===== config.mk =====
export PLATFORM = sky130hd
export DESIGN_NAME = audio_sample_rate_converter_unit_flat
export DESIGN_NICKNAME = d
export VERILOG_FILES = /design/src/asrc_pkg.sv /design/src/asrc_if.sv /design/src/asrc_front.sv /design/src/asrc_queue.sv /design/src/asrc_back.sv /design/src/audio_sample_rate_converter_unit.sv /design/src/flat_wrapper.sv
export SDC_FILE = /design/constraint.sdc
export NUM_CORES = 1
export LEC_CHECK = 0
export BUFFER_PORTS_ARGS = -buffer_cell sky130_fd_sc_hd__buf_2
export CORE_UTILIZATION = 63
export DETAILED_ROUTE_END_ITERATION = 10
export PLACE_DENSITY_LB_ADDON = 0.25
export SKIP_CTS_REPAIR_TIMING = 1
export SLEW_MARGIN = 0
export SYNTH_ARGS = -nofsm -noshare
export SYNTH_HDL_FRONTEND = slang
export SYNTH_HIERARCHICAL = 1
export SYNTH_SLANG_ARGS = --single-unit

===== constraint.sdc =====
create_clock -name clock -period 6.47 [get_ports clock]
set_clock_uncertainty 0.2 [all_clocks]
set_input_delay 0.9705 -clock clock [delete_from_list [all_inputs] [get_ports clock]]
set_output_delay 0.9705 -clock clock [all_outputs]
set_load 0.02 [all_outputs]

===== src/asrc_pkg.sv =====
// ----------------------------------------------------------------------------
// asrc_pkg
// Shared types and constants of the audio sample rate converter.
// ----------------------------------------------------------------------------
package asrc_pkg;

   // field widths
   localparam int SAMPLE_W   = 16;
   localparam int POINT_W    = 6;
   localparam int STEP_W     = 12;
   localparam int LIMIT_W    = 21;
   localparam int CSR_DATA_W = 21;
   localparam int CSR_ADDR_W = 3;

   // position accumulator, unsigned 24.8 with integer part above the fraction
   localparam int POS_W  = 32;
   localparam int FRAC_W = 8;

   // clamps and limits
   localparam int MIN_STEP  = 4;
   localparam int MAX_BURST = 64;
   localparam int BURST_W   = 7;

   // divider of a sample difference by the point count
   localparam int DIVD_W    = 17;
   localparam int REM_W     = 7;
   localparam int QUO_W     = 18;
   localparam int DIV_CNT_W = 5;

   // register indexes
   localparam logic [CSR_ADDR_W-1:0] REG_RATE_MODE     = 3'd0;
   localparam logic [CSR_ADDR_W-1:0] REG_STEP_FIXED    = 3'd1;
   localparam logic [CSR_ADDR_W-1:0] REG_INTERP_POINTS = 3'd2;
   localparam logic [CSR_ADDR_W-1:0] REG_IN_IS_WIDE    = 3'd3;
   localparam logic [CSR_ADDR_W-1:0] REG_OUT_IS_WIDE   = 3'd4;
   localparam logic [CSR_ADDR_W-1:0] REG_OUT_LIMIT     = 3'd5;

   // conversion modes
   localparam logic MODE_NEAREST = 1'b0;
   localparam logic MODE_LINEAR  = 1'b1;

   // effective configuration seen by the front and back
   typedef struct packed {
      logic                rate_mode;
      logic                in_is_wide;
      logic                out_is_wide;
      logic [POINT_W-1:0]  points;
      logic [STEP_W-1:0]   step;
      logic [LIMIT_W-1:0]  out_limit;
   } asrc_cfg_type;

   // one classified item in the queue between front and back
   typedef struct packed {
      logic                mode;
      logic                has_interp;
      logic                last;
      logic [SAMPLE_W-1:0] sample;
      logic [SAMPLE_W-1:0] base;
      logic [QUO_W-1:0]    qd;
      logic [POINT_W-1:0]  rd;
   } asrc_entry_type;

endpackage


===== src/asrc_if.sv =====
// ----------------------------------------------------------------------------
// asrc_if
// Valid/ready channels for input samples and converted samples.
// ----------------------------------------------------------------------------
interface asrc_req_if;
   logic                          valid;
   logic                          ready;
   logic [asrc_pkg::SAMPLE_W-1:0] in_sample;
   logic                          in_last;

   modport source (output valid, output in_sample, output in_last, input ready);
   modport sink   (input valid, input in_sample, input in_last, output ready);
endinterface

interface asrc_rsp_if;
   logic                                 valid;
   logic                                 ready;
   logic signed [asrc_pkg::SAMPLE_W-1:0] out_sample;
   logic                                 out_last;

   modport source (output valid, output out_sample, output out_last, input ready);
   modport sink   (input valid, input out_sample, input out_last, output ready);
endinterface


===== src/asrc_front.sv =====
// ----------------------------------------------------------------------------
// asrc_front
// Accepts, widens and queues samples; in linear mode it keeps the held sample
// and, once one is held, first divides the step to the next by the point count.
// ----------------------------------------------------------------------------
module asrc_front (
   input  logic                     clock,
   input  logic                     reset,
   input  asrc_pkg::asrc_cfg_type   cfg,
   asrc_req_if.sink                 req,
   output logic                     push,
   output asrc_pkg::asrc_entry_type push_entry,
   input  logic                     full
);
   import asrc_pkg::*;

   typedef enum logic [2:0] {
      F_IDLE = 3'b001,
      F_DIV  = 3'b010,
      F_PUSH = 3'b100
   } front_state_type;

   front_state_type      state_ff, state_in;
   logic [SAMPLE_W-1:0]  held_ff, held_in;
   logic                 held_valid_ff, held_valid_in;
   asrc_entry_type       entry_ff, entry_in;
   logic [REM_W-1:0]     rem_ff, rem_in;
   logic [DIVD_W-1:0]    quo_ff, quo_in;
   logic                 neg_ff, neg_in;
   logic [DIV_CNT_W-1:0] cnt_ff, cnt_in;

   logic [SAMPLE_W-1:0]  wide_s;
   logic [DIVD_W-1:0]    diff;
   logic [DIVD_W-1:0]    mag;
   logic [REM_W-1:0]     trial;
   logic                 take;
   logic [QUO_W-1:0]     qmag;
   logic                 rem_nz;
   logic [QUO_W-1:0]     qd_val;
   logic [POINT_W-1:0]   rd_val;
   logic                 interp_now;

   // widen to signed 16 bits: offset-binary byte goes to the high byte
   assign wide_s = cfg.in_is_wide ? req.in_sample
                                  : {req.in_sample[7:0] ^ 8'h80, 8'h00};

   // difference toward the new sample and its magnitude
   assign diff = {wide_s[SAMPLE_W-1], wide_s} - {held_ff[SAMPLE_W-1], held_ff};
   assign mag  = diff[DIVD_W-1] ? (~diff + DIVD_W'(1)) : diff;

   // one restoring step per cycle
   assign trial = {rem_ff[REM_W-2:0], quo_ff[DIVD_W-1]};
   assign take  = trial >= {1'b0, cfg.points};

   // floor quotient and non-negative remainder from the magnitude result
   assign qmag   = {1'b0, quo_ff};
   assign rem_nz = rem_ff != '0;
   assign qd_val = neg_ff ? (~qmag + QUO_W'(!rem_nz)) : qmag;
   assign rd_val = (neg_ff && rem_nz) ? (cfg.points - rem_ff[POINT_W-1:0])
                                      : rem_ff[POINT_W-1:0];

   assign interp_now = (cfg.rate_mode == MODE_LINEAR) && held_valid_ff;

   // handshake
   assign req.ready = state_ff == F_IDLE;
   assign push      = (state_ff == F_PUSH) && !full;

   always_comb begin
      push_entry    = entry_ff;
      push_entry.qd = entry_ff.has_interp ? qd_val : '0;
      push_entry.rd = entry_ff.has_interp ? rd_val : '0;
   end

   // next state
   always_comb begin
      state_in      = state_ff;
      held_in       = held_ff;
      held_valid_in = held_valid_ff;
      entry_in      = entry_ff;
      rem_in        = rem_ff;
      quo_in        = quo_ff;
      neg_in        = neg_ff;
      cnt_in        = cnt_ff;
      case (state_ff)
         F_IDLE: begin
            if (req.valid) begin
               entry_in.mode       = cfg.rate_mode;
               entry_in.has_interp = interp_now;
               entry_in.last       = req.in_last;
               entry_in.sample     = wide_s;
               entry_in.base       = held_ff;
               entry_in.qd         = '0;
               entry_in.rd         = '0;
               if (cfg.rate_mode == MODE_LINEAR) begin
                  held_in       = req.in_last ? '0 : wide_s;
                  held_valid_in = !req.in_last;
               end
               if (interp_now) begin
                  neg_in   = diff[DIVD_W-1];
                  quo_in   = mag;
                  rem_in   = '0;
                  cnt_in   = '0;
                  state_in = F_DIV;
               end else begin
                  state_in = F_PUSH;
               end
            end
         end
         F_DIV: begin
            rem_in = take ? (trial - {1'b0, cfg.points}) : trial;
            quo_in = {quo_ff[DIVD_W-2:0], take};
            cnt_in = cnt_ff + DIV_CNT_W'(1);
            if (cnt_ff == DIV_CNT_W'(DIVD_W - 1)) begin
               state_in = F_PUSH;
            end
         end
         F_PUSH: begin
            if (!full) begin
               state_in = F_IDLE;
            end
         end
         default: begin
            state_in = F_IDLE;
         end
      endcase
   end

   // control registers
   always_ff @(posedge clock) begin
      if (reset) begin
         state_ff      <= F_IDLE;
         held_ff       <= '0;
         held_valid_ff <= 1'b0;
         cnt_ff        <= '0;
      end else begin
         state_ff      <= state_in;
         held_ff       <= held_in;
         held_valid_ff <= held_valid_in;
         cnt_ff        <= cnt_in;
      end
   end

   // payload and divider datapath
   always_ff @(posedge clock) begin
      entry_ff <= entry_in;
      rem_ff   <= rem_in;
      quo_ff   <= quo_in;
      neg_ff   <= neg_in;
   end

`ifndef NO_ASSERTIONS
   a_div_count: assert property (@(posedge clock) disable iff (reset)
      state_ff == F_DIV |-> cnt_ff < DIV_CNT_W'(DIVD_W))
      else $error("divider ran past its last step");
   a_held_clear: assert property (@(posedge clock) disable iff (reset)
      !held_valid_ff |-> held_ff == '0)
      else $error("held sample not cleared");
`endif

endmodule


===== src/asrc_queue.sv =====
// ----------------------------------------------------------------------------
// asrc_queue
// Short first-in first-out queue of classified items.
// ----------------------------------------------------------------------------
module asrc_queue #(
   parameter int DEPTH = 2
) (
   input  logic                     clock,
   input  logic                     reset,
   input  logic                     push,
   input  asrc_pkg::asrc_entry_type push_entry,
   output logic                     full,
   input  logic                     pop,
   output logic                     pop_valid,
   output asrc_pkg::asrc_entry_type pop_entry
);
   import asrc_pkg::*;

   localparam int PTR_W = (DEPTH > 1) ? $clog2(DEPTH) : 1;
   localparam int CNT_W = $clog2(DEPTH + 1);

   asrc_entry_type   store_ff [DEPTH];
   logic [PTR_W-1:0] wr_ptr_ff, wr_ptr_in;
   logic [PTR_W-1:0] rd_ptr_ff, rd_ptr_in;
   logic [CNT_W-1:0] count_ff, count_in;

   assign full      = count_ff == CNT_W'(DEPTH);
   assign pop_valid = count_ff != '0;
   assign pop_entry = store_ff[rd_ptr_ff];

   // pointer and fill count update
   always_comb begin
      wr_ptr_in = wr_ptr_ff;
      rd_ptr_in = rd_ptr_ff;
      count_in  = count_ff;
      if (push) begin
         wr_ptr_in = (wr_ptr_ff == PTR_W'(DEPTH - 1)) ? '0 : wr_ptr_ff + PTR_W'(1);
      end
      if (pop) begin
         rd_ptr_in = (rd_ptr_ff == PTR_W'(DEPTH - 1)) ? '0 : rd_ptr_ff + PTR_W'(1);
      end
      if (push && !pop) begin
         count_in = count_ff + CNT_W'(1);
      end else if (pop && !push) begin
         count_in = count_ff - CNT_W'(1);
      end
   end

   always_ff @(posedge clock) begin
      if (reset) begin
         wr_ptr_ff <= '0;
         rd_ptr_ff <= '0;
         count_ff  <= '0;
      end else begin
         wr_ptr_ff <= wr_ptr_in;
         rd_ptr_ff <= rd_ptr_in;
         count_ff  <= count_in;
      end
   end

   // entry storage
   always_ff @(posedge clock) begin
      if (push) begin
         store_ff[wr_ptr_ff] <= push_entry;
      end
   end

`ifndef NO_ASSERTIONS
   a_no_overflow: assert property (@(posedge clock) disable iff (reset)
      push |-> (count_ff != CNT_W'(DEPTH)) || pop)
      else $error("queue written while full");
`endif

endmodule


===== src/asrc_back.sv =====
// ----------------------------------------------------------------------------
// asrc_back
// Carries out queued items: interpolated and flat points in linear mode,
// position-accumulator selection in nearest mode, one output per cycle unless rsp stalls.
// ----------------------------------------------------------------------------
module asrc_back #(
   parameter int MAX_SAMPLES = 1048576
) (
   input  logic                     clock,
   input  logic                     reset,
   input  asrc_pkg::asrc_cfg_type   cfg,
   input  logic                     q_valid,
   input  asrc_pkg::asrc_entry_type q_entry,
   output logic                     q_pop,
   asrc_rsp_if.source               rsp
);
   import asrc_pkg::*;

   localparam int IDX_W = $clog2(MAX_SAMPLES + 1);
   localparam int LIM_W = (IDX_W > LIMIT_W) ? IDX_W : LIMIT_W;
   localparam int CMP_W = (IDX_W > POS_W - FRAC_W) ? IDX_W : POS_W - FRAC_W;
   localparam logic [IDX_W-1:0] MAX_IDX = IDX_W'(MAX_SAMPLES);

   typedef enum logic [3:0] {
      B_IDLE   = 4'b0001,
      B_INTERP = 4'b0010,
      B_FLAT   = 4'b0100,
      B_NEAR   = 4'b1000
   } back_state_type;

   back_state_type      state_ff, state_in;
   logic [QUO_W-1:0]    q_ff, q_in;
   logic [REM_W-1:0]    r_ff, r_in;
   logic [QUO_W-1:0]    qd_ff, qd_in;
   logic [POINT_W-1:0]  rd_ff, rd_in;
   logic [POINT_W-1:0]  j_ff, j_in;
   logic [SAMPLE_W-1:0] sample_ff, sample_in;
   logic                last_ff, last_in;
   logic [BURST_W-1:0]  burst_ff, burst_in;
   logic [IDX_W-1:0]    input_index_ff, input_index_in;
   logic [IDX_W-1:0]    output_index_ff, output_index_in;
   logic [POS_W-1:0]    pos_ff, pos_in;
   logic                rsp_valid_ff, rsp_valid_in;
   logic [SAMPLE_W-1:0] rsp_sample_ff, rsp_sample_in;
   logic                rsp_last_ff, rsp_last_in;

   logic [LIM_W-1:0]    lim;
   logic                can_emit;
   logic                bump;
   logic [QUO_W-1:0]    adj;
   logic [REM_W-1:0]    r_sum;
   logic                wrap;
   logic [REM_W-1:0]    r_next;
   logic [QUO_W-1:0]    q_next;
   logic                near_cond;
   logic                near_last;
   logic [IDX_W-1:0]    idx_inc;
   logic                end_point;
   logic                emit;
   logic [SAMPLE_W-1:0] emit_val;
   logic                emit_last;

   assign lim = (LIM_W'(cfg.out_limit) > LIM_W'(MAX_SAMPLES)) ? LIM_W'(MAX_SAMPLES)
                                                              : LIM_W'(cfg.out_limit);

   // output register frees up when empty or being taken
   assign can_emit = !rsp_valid_ff || rsp.ready;

   // truncate toward zero: floor plus one for a negative inexact quotient
   assign bump = (r_ff != '0) && q_ff[QUO_W-1];
   assign adj  = q_ff + QUO_W'(bump);

   // running quotient and remainder of the next point
   assign r_sum  = r_ff + {1'b0, rd_ff};
   assign wrap   = r_sum >= {1'b0, cfg.points};
   assign r_next = wrap ? (r_sum - {1'b0, cfg.points}) : r_sum;
   assign q_next = q_ff + qd_ff + QUO_W'(wrap);

   assign end_point = j_ff == (cfg.points - POINT_W'(1));

   // nearest mode selection
   assign near_cond = (burst_ff != BURST_W'(MAX_BURST))
                      && (LIM_W'(output_index_ff) < lim)
                      && (CMP_W'(pos_ff[POS_W-1:FRAC_W]) == CMP_W'(input_index_ff));
   assign near_last = LIM_W'(output_index_ff) == (lim - LIM_W'(1));

   assign idx_inc = (input_index_ff != MAX_IDX) ? input_index_ff + IDX_W'(1)
                                                : input_index_ff;

   // sequencer
   always_comb begin
      state_in        = state_ff;
      q_in            = q_ff;
      r_in            = r_ff;
      qd_in           = qd_ff;
      rd_in           = rd_ff;
      j_in            = j_ff;
      sample_in       = sample_ff;
      last_in         = last_ff;
      burst_in        = burst_ff;
      input_index_in  = input_index_ff;
      output_index_in = output_index_ff;
      pos_in          = pos_ff;
      q_pop           = 1'b0;
      emit            = 1'b0;
      emit_val        = adj[SAMPLE_W-1:0];
      emit_last       = 1'b0;
      case (state_ff)
         B_IDLE: begin
            if (q_valid) begin
               q_pop     = 1'b1;
               sample_in = q_entry.sample;
               last_in   = q_entry.last;
               j_in      = '0;
               r_in      = '0;
               burst_in  = '0;
               if (q_entry.mode == MODE_LINEAR) begin
                  if (q_entry.has_interp) begin
                     q_in     = {{(QUO_W-SAMPLE_W){q_entry.base[SAMPLE_W-1]}}, q_entry.base};
                     qd_in    = q_entry.qd;
                     rd_in    = q_entry.rd;
                     state_in = B_INTERP;
                  end else if (q_entry.last) begin
                     q_in     = {{(QUO_W-SAMPLE_W){q_entry.sample[SAMPLE_W-1]}},
                                 q_entry.sample};
                     qd_in    = '0;
                     rd_in    = '0;
                     state_in = B_FLAT;
                  end else begin
                     input_index_in = idx_inc;
                  end
               end else if (input_index_ff != MAX_IDX) begin
                  state_in = B_NEAR;
               end else if (q_entry.last) begin
                  input_index_in  = '0;
                  output_index_in = '0;
                  pos_in          = '0;
               end
            end
         end
         B_INTERP: begin
            if (can_emit) begin
               emit = 1'b1;
               if (end_point) begin
                  if (last_ff) begin
                     q_in     = {{(QUO_W-SAMPLE_W){sample_ff[SAMPLE_W-1]}}, sample_ff};
                     r_in     = '0;
                     qd_in    = '0;
                     rd_in    = '0;
                     j_in     = '0;
                     state_in = B_FLAT;
                  end else begin
                     input_index_in = idx_inc;
                     state_in       = B_IDLE;
                  end
               end else begin
                  q_in = q_next;
                  r_in = r_next;
                  j_in = j_ff + POINT_W'(1);
               end
            end
         end
         B_FLAT: begin
            if (can_emit) begin
               emit      = 1'b1;
               emit_last = end_point;
               if (end_point) begin
                  input_index_in  = '0;
                  output_index_in = '0;
                  pos_in          = '0;
                  state_in        = B_IDLE;
               end else begin
                  j_in = j_ff + POINT_W'(1);
               end
            end
         end
         B_NEAR: begin
            if (near_cond) begin
               if (can_emit) begin
                  emit            = 1'b1;
                  emit_val        = sample_ff;
                  emit_last       = near_last;
                  pos_in          = pos_ff + POS_W'(cfg.step);
                  output_index_in = output_index_ff + IDX_W'(1);
                  burst_in        = burst_ff + BURST_W'(1);
               end
            end else begin
               state_in = B_IDLE;
               if (last_ff) begin
                  input_index_in  = '0;
                  output_index_in = '0;
                  pos_in          = '0;
               end else begin
                  input_index_in = input_index_ff + IDX_W'(1);
               end
            end
         end
         default: begin
            state_in = B_IDLE;
         end
      endcase
   end

   // output register with 8-bit shaping
   always_comb begin
      rsp_valid_in  = rsp_valid_ff;
      rsp_sample_in = rsp_sample_ff;
      rsp_last_in   = rsp_last_ff;
      if (emit) begin
         rsp_valid_in  = 1'b1;
         rsp_sample_in = cfg.out_is_wide ? emit_val
                                         : {{8{emit_val[SAMPLE_W-1]}}, emit_val[SAMPLE_W-1:8]};
         rsp_last_in   = emit_last;
      end else if (rsp.ready) begin
         rsp_valid_in = 1'b0;
      end
   end

   assign rsp.valid      = rsp_valid_ff;
   assign rsp.out_sample = rsp_sample_ff;
   assign rsp.out_last   = rsp_last_ff;

   // control registers
   always_ff @(posedge clock) begin
      if (reset) begin
         state_ff        <= B_IDLE;
         j_ff            <= '0;
         burst_ff        <= '0;
         input_index_ff  <= '0;
         output_index_ff <= '0;
         pos_ff          <= '0;
         rsp_valid_ff    <= 1'b0;
      end else begin
         state_ff        <= state_in;
         j_ff            <= j_in;
         burst_ff        <= burst_in;
         input_index_ff  <= input_index_in;
         output_index_ff <= output_index_in;
         pos_ff          <= pos_in;
         rsp_valid_ff    <= rsp_valid_in;
      end
   end

   // datapath registers
   always_ff @(posedge clock) begin
      q_ff          <= q_in;
      r_ff          <= r_in;
      qd_ff         <= qd_in;
      rd_ff         <= rd_in;
      sample_ff     <= sample_in;
      last_ff       <= last_in;
      rsp_sample_ff <= rsp_sample_in;
      rsp_last_ff   <= rsp_last_in;
   end

`ifndef NO_ASSERTIONS
   a_index_bound: assert property (@(posedge clock) disable iff (reset)
      input_index_ff <= MAX_IDX)
      else $error("input index beyond sample limit");
   a_rem_bound: assert property (@(posedge clock) disable iff (reset)
      (state_ff == B_INTERP || state_ff == B_FLAT) |-> r_ff < {1'b0, cfg.points})
      else $error("interpolation remainder out of range");
   a_flat_step: assert property (@(posedge clock) disable iff (reset)
      state_ff == B_FLAT |-> (qd_ff == '0 && rd_ff == '0))
      else $error("flat points with a non-zero step");
`endif

endmodule


===== src/audio_sample_rate_converter_unit.sv =====
// ----------------------------------------------------------------------------
// audio_sample_rate_converter_unit
// Mono PCM resampler: nearest-sample selection with a 4.8 step, or linear
// interpolation with a configured number of points per input.
//
//   channel  direction  payload                 transfer when
//   req      in         in_sample, in_last      req.valid && req.ready
//   rsp      out        out_sample, out_last    rsp.valid && rsp.ready
//   csr_*    in         csr_index, csr_wdata    csr_we
//
// The front takes a new sample only once the last item is in the queue; an
// interpolated linear-mode item first runs the 17-step divider of the sample
// difference. The back gives one output per cycle while rsp does not stall, and
// takes the next item from the queue only after the last one's outputs.
// A two-entry queue lets the front run ahead while the back stalls on rsp.
// Reset is synchronous and leaves no clearing pass; the block is ready next cycle.
// ----------------------------------------------------------------------------
module audio_sample_rate_converter_unit #(
   parameter int MAX_SAMPLES = 1048576,
   parameter int MAX_POINTS  = 32,
   parameter int QUEUE_DEPTH = 2
) (
   input  logic                              clock,
   input  logic                              reset,
   asrc_req_if.sink                          req,
   asrc_rsp_if.source                        rsp,
   input  logic                              csr_we,
   input  logic [asrc_pkg::CSR_ADDR_W-1:0]   csr_index,
   input  logic [asrc_pkg::CSR_DATA_W-1:0]   csr_wdata
);
   import asrc_pkg::*;

   logic                rate_mode_ff, rate_mode_in;
   logic [STEP_W-1:0]   step_fixed_ff, step_fixed_in;
   logic [POINT_W-1:0]  interp_points_ff, interp_points_in;
   logic                in_is_wide_ff, in_is_wide_in;
   logic                out_is_wide_ff, out_is_wide_in;
   logic [LIMIT_W-1:0]  out_limit_ff, out_limit_in;

   asrc_cfg_type        cfg;
   logic                q_push;
   asrc_entry_type      q_push_entry;
   logic                q_full;
   logic                q_pop;
   logic                q_valid;
   asrc_entry_type      q_entry;

   // register writes
   always_comb begin
      rate_mode_in     = rate_mode_ff;
      step_fixed_in    = step_fixed_ff;
      interp_points_in = interp_points_ff;
      in_is_wide_in    = in_is_wide_ff;
      out_is_wide_in   = out_is_wide_ff;
      out_limit_in     = out_limit_ff;
      if (csr_we) begin
         case (csr_index)
            REG_RATE_MODE:     rate_mode_in     = csr_wdata[0];
            REG_STEP_FIXED:    step_fixed_in    = csr_wdata[STEP_W-1:0];
            REG_INTERP_POINTS: interp_points_in = csr_wdata[POINT_W-1:0];
            REG_IN_IS_WIDE:    in_is_wide_in    = csr_wdata[0];
            REG_OUT_IS_WIDE:   out_is_wide_in   = csr_wdata[0];
            REG_OUT_LIMIT:     out_limit_in     = csr_wdata[LIMIT_W-1:0];
            default: begin
            end
         endcase
      end
   end

   always_ff @(posedge clock) begin
      if (reset) begin
         rate_mode_ff     <= MODE_NEAREST;
         step_fixed_ff    <= STEP_W'(256);
         interp_points_ff <= POINT_W'(1);
         in_is_wide_ff    <= 1'b1;
         out_is_wide_ff   <= 1'b1;
         out_limit_ff     <= '0;
      end else begin
         rate_mode_ff     <= rate_mode_in;
         step_fixed_ff    <= step_fixed_in;
         interp_points_ff <= interp_points_in;
         in_is_wide_ff    <= in_is_wide_in;
         out_is_wide_ff   <= out_is_wide_in;
         out_limit_ff     <= out_limit_in;
      end
   end

   // effective settings with clamped step and point count
   always_comb begin
      cfg.rate_mode   = rate_mode_ff;
      cfg.in_is_wide  = in_is_wide_ff;
      cfg.out_is_wide = out_is_wide_ff;
      cfg.out_limit   = out_limit_ff;
      cfg.step        = (step_fixed_ff < STEP_W'(MIN_STEP)) ? STEP_W'(MIN_STEP)
                                                            : step_fixed_ff;
      if (interp_points_ff == '0) begin
         cfg.points = POINT_W'(1);
      end else if (interp_points_ff > POINT_W'(MAX_POINTS)) begin
         cfg.points = POINT_W'(MAX_POINTS);
      end else begin
         cfg.points = interp_points_ff;
      end
   end

   asrc_front u_front (
      .clock      (clock),
      .reset      (reset),
      .cfg        (cfg),
      .req        (req),
      .push       (q_push),
      .push_entry (q_push_entry),
      .full       (q_full)
   );

   asrc_queue #(
      .DEPTH (QUEUE_DEPTH)
   ) u_queue (
      .clock      (clock),
      .reset      (reset),
      .push       (q_push),
      .push_entry (q_push_entry),
      .full       (q_full),
      .pop        (q_pop),
      .pop_valid  (q_valid),
      .pop_entry  (q_entry)
   );

   asrc_back #(
      .MAX_SAMPLES (MAX_SAMPLES)
   ) u_back (
      .clock   (clock),
      .reset   (reset),
      .cfg     (cfg),
      .q_valid (q_valid),
      .q_entry (q_entry),
      .q_pop   (q_pop),
      .rsp     (rsp)
   );

endmodule


===== src/flat_wrapper.sv =====
// flat-port wrapper written by rule: the top's interface ports become plain ports
module audio_sample_rate_converter_unit_flat import asrc_pkg::*;
#(
   parameter int MAX_SAMPLES = 1048576,
   parameter int MAX_POINTS  = 32,
   parameter int QUEUE_DEPTH = 2
)
  (clock, reset, csr_we, csr_index, csr_wdata, req_valid, req_in_sample, req_in_last, req_ready, rsp_valid, rsp_out_sample, rsp_out_last, rsp_ready);
  asrc_req_if req_i ();
  asrc_rsp_if rsp_i ();
  input  logic clock;
  input  logic reset;
  input  logic csr_we;
  input  logic [asrc_pkg::CSR_ADDR_W-1:0] csr_index;
  input  logic [asrc_pkg::CSR_DATA_W-1:0] csr_wdata;
  input wire logic [$bits(req_i.valid)-1:0] req_valid;
  input wire logic [$bits(req_i.in_sample)-1:0] req_in_sample;
  input wire logic [$bits(req_i.in_last)-1:0] req_in_last;
  output wire logic [$bits(req_i.ready)-1:0] req_ready;
  output wire logic [$bits(rsp_i.valid)-1:0] rsp_valid;
  output wire logic [$bits(rsp_i.out_sample)-1:0] rsp_out_sample;
  output wire logic [$bits(rsp_i.out_last)-1:0] rsp_out_last;
  input wire logic [$bits(rsp_i.ready)-1:0] rsp_ready;
  assign req_i.valid = req_valid;
  assign req_i.in_sample = req_in_sample;
  assign req_i.in_last = req_in_last;
  assign req_ready = req_i.ready;
  assign rsp_valid = rsp_i.valid;
  assign rsp_out_sample = rsp_i.out_sample;
  assign rsp_out_last = rsp_i.out_last;
  assign rsp_i.ready = rsp_ready;
  audio_sample_rate_converter_unit #(.MAX_SAMPLES(MAX_SAMPLES), .MAX_POINTS(MAX_POINTS), .QUEUE_DEPTH(QUEUE_DEPTH)) u_core (.clock(clock), .reset(reset), .req(req_i), .rsp(rsp_i), .csr_we(csr_we), .csr_index(csr_index), .csr_wdata(csr_wdata));
endmodule

==> results of run 1 <==
[layout by cell type, fill, tap and decap left out, drive strengths merged, types with 41 or more instances in the layout]
master,instances
mux2i,56
o21ai,131
xnor2,113
nor3,50
clkbuf,56
xor2,41
buf,84
dfxtp,164
mux2,74
and3,45
edfxtp,261
nor2,173
ha,101
inv,102
a21oi,161
nand2,253
and2,47
nand3,64
[cell type report]
class	count	area [sq um]
Timing Repair Buffer	84	473
Clock buffer	56	1190
Multi-Input combinational cell	1797	12400
Inverter	101	379
Tap cell	511	639
Clock inverter	27	368
Sequential cell	425	11100
Fill cell	2837	11300
[flip-flops by register name, summed over array words and instances, names as in the netlist, 2 cells and up, named ones only]
signal	count
u_core/interp_points_ff	6
u_core/u_front/quo_ff	17
u_core/u_queue/count_ff	2
u_core/u_back/input_index_ff	21
u_core/u_front/rem_ff	7
u_core/u_front/held_ff	16
u_core/u_back/pos_ff	32
u_core/u_back/state_ff	4
u_core/u_back/q_ff	18
u_core/u_back/output_index_ff	21
u_core/u_back/qd_ff	18
u_core/step_fixed_ff	12
u_core/u_back/rd_ff	6
u_core/u_back/sample_ff	16
u_core/u_front/cnt_ff	5
u_core/u_back/burst_ff	7
u_core/u_back/j_ff	6
u_core/u_back/r_ff	7
u_core/u_front/push_entry	35
u_core/u_front/state_ff	3
u_core/u_queue/store_ff	118
u_core/out_limit_ff	21
u_core/u_back/rsp.out_sample	16
[cell usage after synthesis, drive strengths merged (28+ instances only)]
cell type	instances	area (sq um)
mux2	74	871
nor4	28	230
ha	101	1260
o21ai	131	674
or3	30	188
xnor2	113	1010
inv	100	375
nand4	38	263
a21oi	161	821
mux2i	56	561
buf	35	219
edfxtp	261	7840
and2	47	299
nor2b	39	244
dfxtp	164	3280
nor2	173	649
o31ai	35	282
nand2b	39	244
clkbuf	84	317
nand3	64	343
and3	45	282
nor3	50	277
xor2	41	359
nand2	253	965
[through the flow]
| step | area, sq um | setup slack (ps) | total power, W |
|---|---|---|---|
| global route | 26500 | 293 | 0.00899 |
| finish | 26500 | 606 | 0.00861 |
| floorplan | 24400 | 1520 | 0.00526 |
| CTS | 26500 | 704 | 0.00860 |
| global placement | 25000 | 1120 | 0.00578 |
| detailed placement | 25000 | 812 | 0.00587 |
[layer usage]
layer,up-vias,global-route usage [%],part of all wire (%)
met1,9193,44.9,46
met4,0,7.26,1.7
met3,79,5.63,8.6
met2,804,46.2,44
li1,8925,-,-
met5,-,0,0
[cells by family (layout without fill, tap and decap cells)]
group,count (synthesis),count (layout),synth area share [%]
muxes,130,130,5.87
buffers and inverters,220,268,3.75
AOI/OAI and AO/OA,520,520,14.2
xor gates and xnor gates,154,154,5.63
DFF,425,425,45.6
and+or+nand+nor,884,884,19.1
adders and majority gates,109,109,5.84
[where the power goes]
group	internal (W)	switching [W]	total, W
clock	0.00163	0.00109	0.00273
combinational	0.000991	0.00145	0.00245
sequential	0.00322	0.000218	0.00344
total	0.00585	0.00277	0.00861
[critical path, delay by kind of cell, from the launching register on]
| family | cells | cell delay [ps] |
|---|---|---|
| AO/OA/AOI/OAI | 9 | 2570 |
| adder cells (fa/ha/maj) | 5 | 1530 |
| buffers and inverters | 2 | 240 |
| flip-flops | 1 | 400 |
| multiplexers | 1 | 230 |
| AND/OR/NAND/NOR | 4 | 430 |
[final timing paths]
kind / from / end / slack [ps] / cells after the start
max: u_core/u_back/r_ff[0]$_SDFFCE_PN0P_ / u_core/u_back/q_ff[14]$_DFFE_PP_ / 610 / 21
max reg2reg: u_core/u_back/r_ff[0]$_SDFFCE_PN0P_ / u_core/u_back/q_ff[14]$_DFFE_PP_ / 610 / 21
min: u_core/u_front/push_entry[40]$_DFFE_PP_ / u_core/u_queue/store_ff[1][40]$_DFFE_PP_ / 240 / 0
min reg2reg: u_core/u_front/push_entry[40]$_DFFE_PP_ / u_core/u_queue/store_ff[1][40]$_DFFE_PP_ / 240 / 0
==> impl_metrics.tcl, run 1 <==
set metrics [dict create \
    setup_tns_ps 0 \
    cts.clk_slew.worst_paths_ps 70 \
    syn_inst 2442 \
    synth_warnings 6 \
    fin_util_pct 70.1 \
    outcome "complete, no violations" \
    rows 71 \
    ios 65 \
    synth_nets 2597 \
    ys_types 114 \
    drive_gt1_share_pct 11.8 \
    grt_pass1_wl_mm 94.4 \
    grt_usage_pct 30.4 \
    clk_latency_ps 580 \
    drt_pre_antenna_iters 6 \
    worstMarginPinSlew_ps 1390 \
    drv_cap 0 \
    cts_sinks 425 \
    crit_chain "ha_1, inv_1, fa_1, inv_1, ha_1, nor2b_1, o21ai_0, a21boi_0, o21ai_0, nand3b_1, a221oi_4, fa_1, fa_1, nor2b_1, o21a_1, o21ai_0, a211oi_1, o31a_1, o31ai_1, mux2i_1, nor2_1" \
    cp.arrival_ps 5990 \
    cts-htree-levels 2 \
    synth-seq-cells 425 \
    power.density_nw_per_um2 325 \
    cts-root-buf "clkbuf_16" \
    hp-class "register to register" \
    grt_pass1_vias 17800 \
    async_flop_share_pct 0 \
    die_x_um 199 \
    worstPathMaxFanout 9 \
    slowest_stage "a221oi_4" \
    hold_viol_final 0 \
    fin_nets 2609 \
    wl_per_cell_um 19.9 \
    crit_type "register to register" \
    cts_tree "yes" \
    die_height_um 199 \
    cp-start-kind "register" \
    max-slew-margin-rel_pct 6.43 \
    wl_mm 59.7 \
    synth_edf_count 261 \
    num_antenna_cells 0 \
    synth.avg_cell_area_sq_um 9.98 \
    grt_max_degree 73 \
    period_share_pct 90.6 \
    post-route-drc-count 0 \
    drt_iter0_markers 2008 \
    buffer_ports.inserted 64 \
    core_sq_um 37800 \
    num_vias 19000 \
    peakVddDrop_mv 0.201 \
    drv_slew 0 \
    yosysSeqAreaShare_pct 45.6 \
    die-area_sq_um 39500 \
    dp.cells 2918 \
    clk_path_buf_depth 3 \
    required_ps 6600 \
    place.gp.congestion 0.929 \
    initial_utilization_pct 64.4 \
    holdWs_ps 240 \
    setup_violations 0 \
    viasPerCell 6.33 \
    cpPeakStageDelay_ps 660 \
    ant_nets 0 \
    leakagePower_nw 9.70 \
    synth_ff_type "edfxtp_1" \
    worstSetupEndpointType "register" \
    netlist_area_sq_um 24400 \
    grt_overflow 0 \
    cts-buffers-inserted 45 \
    hpwl_mm 42.3 \
    synthToLayoutAreaGrowth_pct 8.85 \
    rsz0062_at_grt "false" \
    antenna_found_initial 0 \
    finalNonFillerCells 3001 \
    fmax_ghz 0.171 \
    layout_min_cycle_time_ps 5860 \
]
Power figures use the tool's default switching activity.
==> run 2, diff against run 1 <==
--- a/config.mk
+++ b/config.mk
@@ -5,11 +5,11 @@
 export SDC_FILE = /design/constraint.sdc
 export NUM_CORES = 1
 export LEC_CHECK = 0
+export ABC_AREA = 1
 export BUFFER_PORTS_ARGS = -buffer_cell sky130_fd_sc_hd__buf_2
-export CORE_UTILIZATION = 63
+export CORE_UTILIZATION = 64
 export DETAILED_ROUTE_END_ITERATION = 10
 export PLACE_DENSITY_LB_ADDON = 0.25
-export SKIP_CTS_REPAIR_TIMING = 1
 export SLEW_MARGIN = 0
 export SYNTH_ARGS = -nofsm -noshare
 export SYNTH_HDL_FRONTEND = slang
==> impl_metrics.tcl, run 2 <==
set metrics [dict create \
    cpPeakStageDelay_ps 480 \
    wl_mm 68.3 \
    synth_warnings 6 \
    yosysSeqAreaShare_pct 44.3 \
    hp-class "register to register" \
    synth-seq-cells 425 \
    post-route-drc-count 0 \
    synth.avg_cell_area_sq_um 8.17 \
    synthToLayoutAreaGrowth_pct 7.70 \
    synth_compound_area_share_pct 11.2 \
    synth_ff_type "edfxtp_1" \
    ios 65 \
    antenna_found_initial 2 \
    grt_overflow 0 \
    synth_top_family_by_area "simple AND/OR/NAND/NOR gates" \
    fmax_ghz 0.179 \
    final_common_cell "nand2_1" \
    worstSetupEndpointType "register" \
    whs_path_depth 2 \
    clk_latency_ps 580 \
    netlist_area_sq_um 25100 \
    die_x_um 200 \
    wl_per_cell_um 18.7 \
    drive_gt1_share_pct 9.35 \
    max-slew-margin-rel_pct 17.9 \
    drv_cap 0 \
    ys_types 70 \
    ant_nets 0 \
    syn_inst 3074 \
    rsz0062_at_grt "false" \
    worstPathMaxFanout 8 \
    drv_slew 0 \
    ctsHoldBuffers 0 \
    synth_commonest_cells "657 x nand2_1, 349 x inv_1, 337 x nor2_1" \
    hold_end "u_core/u_back/pos_ff[31]$_SDFFE_PP0P_" \
    grt_pass1_wl_mm 107 \
    num_vias 21600 \
    period_share_pct 86.3 \
    grt_pass1_vias 20500 \
    synthAdderAreaFrac_pct 5.67 \
    buffer_ports.inserted 64 \
    synth_simple_gate_area_share_pct 24.0 \
    clkPwrFrac_pct 26.2 \
    synthMostInstantiatedCell "nand2_1" \
    fin_util_pct 70.0 \
    r2r_start "u_core/u_back/r_ff[0]$_SDFFCE_PN0P_" \
    p_int_w 0.00582 \
    peakVddDrop_mv 0.240 \
    largest_register_ff_count 118 \
    rows 72 \
    synth_nets 3229 \
    synth_xor_xnor_area_share_pct 3.73 \
    leakagePower_nw 11.0 \
    cts-buffers-inserted 43 \
    cts_sinks 425 \
    cts_tree "yes" \
    required_ps 6610 \
    cpMostUsedCell "nand2_1" \
    worstMarginPinSlew_ps 1230 \
    drt_iter0_markers 1924 \
    hold_viol_final 0 \
    hpwl_mm 51.3 \
    cp.arrival_ps 5720 \
    crit_cells 29 \
    layout_min_cycle_time_ps 5580 \
    power.density_nw_per_um2 343 \
    cts.clk_slew.worst_paths_ps 60 \
    synthDominantAreaCellType "edfxtp_1" \
    combinationalPowerShare_pct 35.4 \
    initial_utilization_pct 65.0 \
    setup_tns_ps 0 \
    switching_share_pct 37.3 \
    synthDominantCellAreaShare_pct 31.2 \
    p_seq_share_pct 38.4 \
    async_flop_share_pct 0 \
    cts-root-buf "clkbuf_16" \
    setup_violations 0 \
    outcome "complete, no violations" \
    switching_power_w 0.00346 \
    holdWs_ps 240 \
    grt_usage_pct 34.5 \
    synth_edf_count 261 \
    synthMuxAreaShare_pct 3.31 \
    viasPerCell 5.91 \
    die_height_um 200 \
    crit_family "adder cells" \
    cp-start-kind "register" \
    reg2reg_to "u_core/u_back/q_ff[14]$_DFFE_PP_" \
    cts_resized 0 \
    fin_nets 3258 \
    cp_num_buf_inv 5 \
    clk_path_buf_depth 3 \
    core_sq_um 38600 \
    slowest_stage "fa_1" \
    r2r_cells 29 \
    crit_type "register to register" \
    synthTopCellsByArea "edfxtp_1 31%, dfxtp_1 13%, nand2_1 9.8%, inv_1 5.2%, nor2_1 5.0%" \
    post-cts-setup-buffers 0 \
    reg2reg_setup_slack_ps 890 \
    grt_max_degree 66 \
    worstHoldStart "u_core/u_back/pos_ff[31]$_SDFFE_PP0P_" \
    die-area_sq_um 40000 \
    cts-htree-levels 2 \
    final_cell_mix "657 x nand2_1, 348 x inv_1, 335 x nor2_1, 261 x edfxtp_1, 209 x a21oi_1" \
    place.gp.congestion 0.966 \
    top_register "u_core/u_queue/store_ff" \
    drt_pre_antenna_iters 9 \
]
==> run 2: cell count changes in the layout (fill, tap and decap cells not counted), moves of 39 or more <==
cell	delta
and3_1	-41
o21ai_0	+67
inv_1	+248
nand2_1	+406
nor3_1	+61
nor2_1	+162
mux2i_1	-52
a21oi_1	+51
nand2b_1	-39
nand3_1	+76
xnor2_1	-65
and2_1	-43
==> run 2: metrics by stage <==
step / worst slack [ps] / power, W / instance area, sq um / instances
detailed placement: 922 / 0.00683 / 25700 / 3576
global route: 463 / 0.00978 / 27000 / 3653
CTS: 900 / 0.00926 / 27000 / 3653
floorplan: 1410 / 0.00597 / 25100 / 3074
finish: 887 / 0.00928 / 27000 / 3654
global placement: 952 / 0.00679 / 25700 / 3576
==> run 2: area by class of cell <==
| cell class | count | area, sq um |
|---|---|---|
| Multi-Input combinational cell | 2182 | 12100 |
| Antenna cell | 1 | 2.50 |
| Clock buffer | 55 | 1170 |
| Inverter | 369 | 1390 |
| Fill cell | 3039 | 11600 |
| Tap cell | 518 | 648 |
| Timing Repair Buffer | 82 | 458 |
| Clock inverter | 22 | 180 |
| Sequential cell | 425 | 11100 |
==> run 2: power by group through the flow <==
stage | Clock [W] | Combinational, W | Sequential (W)
2_1_floorplan | 0 | 0.00245 | 0.00352
3_3_place_gp | 0 | 0.00320 | 0.00360
3_5_place_dp | 0 | 0.00322 | 0.00361
4_1_cts | 0.00245 | 0.00325 | 0.00356
5_1_grt | 0.00256 | 0.00363 | 0.00359
6_report | 0.00243 | 0.00329 | 0.00356
==> run 2: metal layers <==
metal  global-route usage, %  vias to the layer above  part of all wire (%)
li1                        -                    10400                     -
met1                    41.9                    10100                    40
met2                    59.4                      899                    48
met3                    5.34                      195                   6.9
met4                    17.4                        0                   4.7
met5                       0                        -                     0
==> run 2: worst max-delay path by stage <==
stage                                        start                               end  slack, ps
6_report       u_core/u_back/r_ff[0]$_SDFFCE_PN0P_  u_core/u_back/q_ff[14]$_DFFE_PP_        890
5_1_grt        u_core/u_back/r_ff[0]$_SDFFCE_PN0P_  u_core/u_back/q_ff[14]$_DFFE_PP_        460
4_1_cts        u_core/u_back/r_ff[0]$_SDFFCE_PN0P_  u_core/u_back/q_ff[14]$_DFFE_PP_        900
3_5_place_dp   u_core/u_back/r_ff[0]$_SDFFCE_PN0P_  u_core/u_back/q_ff[14]$_DFFE_PP_        920
3_3_place_gp   u_core/u_back/r_ff[0]$_SDFFCE_PN0P_  u_core/u_back/q_ff[14]$_DFFE_PP_        950
2_1_floorplan  u_core/u_back/r_ff[0]$_SDFFCE_PN0P_  u_core/u_back/q_ff[14]$_DFFE_PP_       1410
==> run 2: tightest hold or removal path, cell delays in order (launching register included) <==
cell,delay (ps)
dfxtp_1,310
nand2_1,60
nor2_1,30
==> run 2: logic make-up (layout without fill, tap and decap cells) <==
kind of cell               Yosys count  count (layout)
other                                0               1
buffers and inverters              467             528
muxes                               71              71
xor gates and xnor gates           107             107
and+or+nand+nor                   1386            1386
AOI/OAI and AO/OA                  509             509
adders and majority gates          109             109
DFF                                425             425
